==> src/sv/assert_macros.svh <==
// Assertion macros shared by the RTL
`ifndef ASSERT_MACROS_SVH
`define ASSERT_MACROS_SVH
// Implication checked on every rising clock edge outside reset
`define ASSERT_IMPLY(label, clk_sig, rst_sig, ante, cons) \
    label: assert property (@(posedge clk_sig) disable iff (!rst_sig) (ante) |-> (cons)) \
        else $error("assertion failed");
// Next-cycle implication checked outside reset
`define ASSERT_NEXT(label, clk_sig, rst_sig, ante, cons) \
    label: assert property (@(posedge clk_sig) disable iff (!rst_sig) (ante) |=> (cons)) \
        else $error("assertion failed");
`endif

==> src/sv/supa_div.sv <==
// Restoring divider, one quotient bit per cycle
module supa_div #(
    parameter int NW = 20,
    parameter int DW = 9
) (
    input  logic          clk,
    input  logic          rst_n,
    input  logic          start,
    input  logic [NW-1:0] num,
    input  logic [DW-1:0] den,
    output logic          busy,
    output logic [NW-1:0] quo
);
    localparam int CW = $clog2(NW + 1);
    logic [NW-1:0] quo_reg, quo_next;
    logic [DW-1:0] rem_reg, rem_next;
    logic [DW-1:0] den_reg;
    logic [CW-1:0] cnt_reg, cnt_next;
    logic [DW:0]   trial;

    // Shift in one numerator bit and try a subtract
    always_comb
    begin
        trial = {rem_reg, quo_reg[NW-1]};
        rem_next = rem_reg;
        quo_next = quo_reg;
        cnt_next = cnt_reg;
        if (start)
        begin
            rem_next = '0;
            quo_next = num;
            cnt_next = CW'(NW);
        end
        else if (cnt_reg != '0)
        begin
            cnt_next = cnt_reg - 1'b1;
            if (trial >= {1'b0, den_reg})
            begin
                rem_next = DW'(trial - {1'b0, den_reg});
                quo_next = {quo_reg[NW-2:0], 1'b1};
            end
            else
            begin
                rem_next = trial[DW-1:0];
                quo_next = {quo_reg[NW-2:0], 1'b0};
            end
        end
    end

    // Hold divider state
    always_ff @(posedge clk or negedge rst_n)
    begin
        if (!rst_n)
        begin
            cnt_reg <= '0;
        end
        else
        begin
            cnt_reg <= cnt_next;
        end
    end

    always_ff @(posedge clk)
    begin
        rem_reg <= rem_next;
        quo_reg <= quo_next;
        if (start)
        begin
            den_reg <= den;
        end
    end

    assign busy = (cnt_reg != '0) || start;
    assign quo = quo_reg;
endmodule

==> config.mk <==
export PLATFORM = sky130hd
export DESIGN_NAME = supa_div
export DESIGN_NICKNAME = d
export VERILOG_FILES = /design/src/sv/assert_macros.svh /design/src/sv/supa_div.sv
export SDC_FILE = /design/constraint.sdc
export NUM_CORES = 1
export LEC_CHECK = 0
export ABC_CLOCK_PERIOD_IN_PS = 5400
export BUFFER_PORTS_ARGS = -buffer_cell sky130_fd_sc_hd__buf_2
export CELL_PAD_IN_SITES_DETAIL_PLACEMENT = 0
export CELL_PAD_IN_SITES_GLOBAL_PLACEMENT = 1
export CORE_UTILIZATION = 40
export CTS_BUF_LIST = sky130_fd_sc_hd__clkbuf_8
export CTS_CLUSTER_SIZE = 10
export DETAILED_ROUTE_END_ITERATION = 8
export HOLD_SLACK_MARGIN = 0.02
export PLACE_DENSITY_LB_ADDON = 0.1
export SLEW_MARGIN = 20
export SYNTH_ARGS = -nofsm -noshare
export SYNTH_HDL_FRONTEND = slang
export SYNTH_SLANG_ARGS = --single-unit
==> constraint.sdc <==
create_clock -name clk -period 5.4 [get_ports clk]
set_input_delay 0.81 -clock clk [delete_from_list [all_inputs] [get_ports clk]]
set_output_delay 0.81 -clock clk [all_outputs]
set_load 0.02 [all_outputs]
==> results_dict.tcl, run 1 <==
set metrics [dict create \
    r2r_slack_ps 2870 \
    cts_buffer_depth 2 \
    final_util 0.503 \
    row_count 26 \
    cp_cell_sequence "inv_1 -> ha_1 -> nor4b_2 -> nand2b_1 -> buf_4 -> buf_2" \
    die_y_um 76.1 \
    clk_latency_ps 290 \
    area_growth_pct 19.0 \
    critical_path_arrival_ps 2250 \
    peakVddDrop_v 0.000163 \
    r2r-start "quo[19]" \
    overflow 0 \
    dr_total_vias 1499 \
    synth_area_per_cell_um2 12.6 \
    synth_top_area_share 0.396 \
    gp_congestion 0.758 \
    outcome "complete, no violations" \
    ys_seq_elements 43 \
    cap_violations 0 \
    routed-wl-met2_mm 2.01 \
    cts_resized 0 \
    hpwl_mm 2.88 \
    finalWirelength_mm 4.09 \
    pre_cts_ws_ps 2530 \
    ys_types 44 \
    skew_ps 5.10 \
    cts-hold-fix-buffers 0 \
    design.core.area_mm2 0.00520 \
    synth_seq_area_share 0.535 \
    start_util 0.422 \
    crit_path_end "busy" \
    dr.max_layer_used "met4" \
    viasPerCell 4.98 \
    drt_iter0_markers 77 \
    hold_class "input pin to asynchronous set/reset pin" \
    rsz0062_at_grt "false" \
    crit_path_start "cnt_reg[0]" \
    syn_nets 219 \
    pin_count 53 \
    hold_viol_final 0 \
    slew_viol_final 0 \
    max_freq_mhz 326 \
    drc 0 \
    dieWidth_um 76.1 \
    grt_pass1_wl_mm 6.77 \
    cts.sinks 43 \
    yosysMostFrequentCell "edfxtp_1" \
    ant_nets 0 \
    cts_root_buffer "clkbuf_8" \
    cts_setup_buffers 0 \
    cts_tree "built" \
    synth_edf_count 29 \
    place_area_mm2 0.00253 \
    stdcell_area_mm2 0.00262 \
    die-area_mm2 0.00580 \
    clkSlewWorstSetupHoldPaths_ps 80 \
    io_buffers 52 \
    crit_path_start_kind "flop" \
    met1_length_mm 1.88 \
    synthFlopType "edfxtp_1" \
    synth_area_leaders "edfxtp_1, mux2_2, dfxtp_1, ha_1, dfrtp_1" \
    grtUsageTotal 0.147 \
    power_density_mw_per_mm2 392 \
    period_minus_slack_ps 3060 \
    grt_max_degree 49 \
    synth_async_sr_flop_share 0.116 \
    htree_levels 2 \
    p_leak_nw 1.14 \
    crit_required_ps 4590 \
    r2r-end "rem_reg[8]" \
    worst_path_max_delay_cell "nor4b_2" \
    end_kind "primary output" \
    setup_tns_ps 0 \
    fin_nets 274 \
    setup_slack_ps 2340 \
    worst_pin_slew_ps 861 \
    yosys.area.top_type "edfxtp_1" \
    grt_pass1_vias 1458 \
    max_stage_delay_ps 710 \
    drive_gt1_frac 0.381 \
    dr.pass1.iters 4 \
    maxSlewHeadroom 0.424 \
    wl_met3_um 144 \
    synth_area_mm2 0.00220 \
    diodes 0 \
    synth_warnings 0 \
    largest_register_ffs 20 \
    worstPathMaxFanout 21 \
    cts_inserted_buffers 5 \
    worst-r2r-cell-count 10 \
    antenna_found_initial 0 \
    fin_crit_sh 0.567 \
    critical_path_class "flop to primary output" \
    wl_per_cell_um 13.6 \
    synthTopCellsByCount "edfxtp_1, mux2_2, inv_1, nor2_1, ha_1" \
    finalSetupViolCount 0 \
    netlist_instances 175 \
]
stage by stage:
stage	power [mW]	hold WS, ps	std cells
2_1_floorplan	0.756	490	175
3_3_place_gp	0.828	513	293
3_5_place_dp	0.835	518	293
4_1_cts	1.04	301	301
5_1_grt	1.09	306	301
6_report	1.03	311	301
worst max-delay path: cells and delay by family, from the launching register on:
family	cells	cell delay, ps
adder cells (fa/ha/maj)	1	200
buffers and inverters	3	560
flip-flops	1	380
AND/OR/NAND/NOR	2	810
area by class of cell:
class                      instances  area [um2]
fill                             511        2590
clock inverter                     3        16.3
timing repair buffer              54         275
sequential                        43        1180
multi-input combinational        112         940
inverter                          14        52.6
clock buffer                       5        68.8
tap                               70        87.6
cell usage in the layout (no fill, tap or decap), types with 4 or more instances in the layout:
cell,synthesis,final
a211oi_1,6,6
a21o_1,4,4
a21oi_1,6,6
buf_2,0,52
clkbuf_8,0,5
dfrtp_1,5,5
dfxtp_1,9,9
edfxtp_1,29,29
ha_1,11,11
inv_1,14,15
mux2_2,20,20
mux2i_1,5,5
nand2_1,4,4
nand3b_1,4,4
nor2_1,14,14
nor3_1,4,4
xnor2_1,4,4
power by group:
part,total [mW],internal (mW),switching (mW)
Sequential,0.453,0.414,0.0394
Combinational,0.375,0.173,0.202
Clock,0.199,0.0886,0.110
Total,1.03,0.676,0.351
per-layer routing:
layer,up-vias,track usage
li1,755,-
met1,712,0.186
met2,26,0.245
met3,6,0.0371
met4,0,0.0519
met5,-,0
logic make-up (layout without fill, tap and decap cells):
kind of cell,count (synthesis),in the layout,synth area share
AOI/OAI and AO/OA,32,32,0.114
xor gates and xnor gates,6,6,0.0239
adders and majority gates,12,12,0.0717
buffers and inverters,20,76,0.0376
DFF,43,43,0.535
muxes,25,25,0.125
and+or+nand+nor,37,37,0.0922
worst min path at each step:
stage               slack, ps          to  depth (start not counted)       start
floorplan                 490  rem_reg[1]                          2  rem_reg[1]
global route              310  cnt_reg[0]                          1       rst_n
detailed placement        520  rem_reg[3]                          2  rem_reg[3]
CTS                       300  cnt_reg[4]                          1       rst_n
finish                    310  cnt_reg[4]                          1       rst_n
global placement          510  rem_reg[6]                          2  rem_reg[6]
(Power assumes the default switching activity.)
==> inputs of run 2 (changes only) <==
Settings changed: ABC_CLOCK_PERIOD_IN_PS 5400 to 2660, CORE_UTILIZATION 40 to 39.
Clock period 5.4 ns to 2.66 ns, I/O delays scaled along.
==> run 2 against run 1 <==
Final cell count up 1.0%. Critical path depth rose by 4. Non-clock buffer count is 3 higher. Clock skew rose by 1.4 ps. Hold slack lost 39 ps. Sequential cell count stayed put. Combinational power is 100% higher. Clock power rose to 2.6 times the previous value. Die area is 2.5% higher. Sequential share of layout area shrank 0.97 points. Global-route usage is 0.55 points higher. Cell area is 2.2% higher. Largest cell class unchanged. Highest routed layer unchanged.
==> results_dict.tcl, run 2 (same netlist as run 1, synthesis figures left out) <==
set metrics [dict create \
    p_leak_nw 1.17 \
    peakVddDrop_v 0.000360 \
    dr_total_vias 1513 \
    largest_register_ffs 20 \
    die_y_um 77.1 \
    cts_buffer_depth 2 \
    hold_class "input pin to flop" \
    worstPathMaxFanout 13 \
    viasPerCell 4.98 \
    cp.buffers_inverters 2 \
    rsz0062_at_grt "false" \
    end_kind "flop" \
    start_util 0.417 \
    grt_util_met1 0.192 \
    stdcell_count 304 \
    worst_pin_slew_ps 479 \
    final_common_cell "buf_2" \
    hold_viol_final 0 \
    grtUsageMet2 0.254 \
    worst_path_max_delay_cell "edfxtp_1" \
    cts.sinks 43 \
    drive_gt1_frac 0.389 \
    critical_path_class "flop to flop" \
    critPathTopFamily "compound AO/OA/AOI/OAI gates" \
    finalWirelength_mm 4.25 \
    ant_nets 0 \
    htree_levels 2 \
    busiest_layer "met2" \
    p_total_mw 2.21 \
    diodes 0 \
    io_buffers 52 \
    hpwl_mm 3.13 \
    slew_viol_final 0 \
    grt_max_degree 27 \
    grt_pass1_wl_mm 7.03 \
    finalSetupViolCount 0 \
    critical_path_arrival_ps 2630 \
    cts_tree "built" \
    cts_setup_buffers 0 \
    clkSlewWorstSetupHoldPaths_ps 80 \
    cp_cell_sequence "inv_1 -> ha_1 -> inv_1 -> fa_1 -> a21o_1 -> a32o_2 -> a21oi_4 -> o21ai_4 -> and3_1 -> nor4_1" \
    drt_iter0_markers 55 \
    cts_root_buffer "clkbuf_8" \
    drc 0 \
    fin_crit_sh 0.914 \
    dieWidth_um 77.1 \
    max_freq_mhz 411 \
    overflow 0 \
    area_growth_pct 21.6 \
    setup_tns_ps 0 \
    wl_per_cell_um 14.0 \
    dr.pass1.iters 4 \
    skew_ps 6.51 \
    grt_util_met3 0.0369 \
    die-area_mm2 0.00594 \
    clk_latency_ps 290 \
    grtUsageTotal 0.153 \
    pin_count 53 \
    maxSlewHeadroom 0.681 \
    max_stage_delay_ps 420 \
    row_count 26 \
    cts_inserted_buffers 5 \
    grt_pass1_vias 1509 \
    fin_nets 277 \
    layout_common_cells "buf_2, edfxtp_1, mux2_2" \
    power_density_mw_per_mm2 825 \
    gp_congestion 0.778 \
    crit_required_ps 2860 \
    dp.cells 295 \
    crit_path_start_kind "flop" \
    antenna_found_initial 0 \
    crit_top_cell "inv_1" \
    period_minus_slack_ps 2430 \
    design.core.area_mm2 0.00527 \
    final_util 0.507 \
    outcome "complete, no violations" \
    cap_violations 0 \
]
## run 2: changes by cell type in the layout (fill, tap and decap cells not counted)
cell / change
inv_1: -1
buf_4: +2
dlygate4sd3_1: +1
clkinvlp_4: -1
bufinv_16: +1
clkbuf_8: +1
## run 2: timing repair
| item | CTS | global route |
|---|---|---|
| hold buffers | 1 | 0 |
| endpoints found under the setup margin | 0 | 0 |
| hold endpoints to repair | 5 | 0 |
| resized for setup | 0 | 0 |
## run 2: worst paths after layout
path	slack (ps)	from	depth (start not counted)	end
worst max-delay path	230	quo[19]	10	rem_reg[0]
worst min-delay path	270	den[1]	1	den_reg[1]
worst max register to register	230	quo[19]	10	rem_reg[0]
worst min register to register	530	rem_reg[6]	2	rem_reg[6]
max in group asynchronous	2080	rst_n	2	cnt_reg[2]
min in group asynchronous	450	rst_n	2	cnt_reg[4]
## run 2: final cells by class
type                    count  area [um2]
clock inverters             2        35.0
clock buffers               6        82.6
fillers                   506        2600
inverters                  14        52.6
repair buffers             57         300
well taps                  70        87.6
flip-flops and latches     43        1180
multi-input cells         112         940
## run 2: metal layers
| metal | up-vias | part of all wire |
|---|---|---|
| met5 | - | 0 |
| met4 | 0 | 0.016 |
| met3 | 8 | 0.039 |
| met2 | 32 | 0.48 |
| met1 | 712 | 0.46 |
| li1 | 761 | - |
## run 2: power by group
part           internal, mW  total (mW)  leakage [nW]  switching [mW]
clock                 0.304       0.525        0.0612           0.221
combinational         0.353       0.762         0.678           0.409
sequential            0.840       0.920         0.433          0.0799
## run 2: worst reg2reg max path: stages (launching register included)
cell and delay [ps]:
edfxtp_1 420, inv_1 80, ha_1 160, inv_1 50, fa_1 390, a21o_1 210
a32o_2 240, a21oi_4 160, o21ai_4 150, and3_1 220, nor4_1 260
## run 2: per-stage QoR
stage                     worst slack (ps)  hold slack (ps)  cell area, um2
after global placement                 326              215            2550
after CTS                              243              260            2670
after global routing                  24.4              259            2670
after detailed placement               244              218            2550
after floorplan                        218              103            2200
final                                  228              272            2670
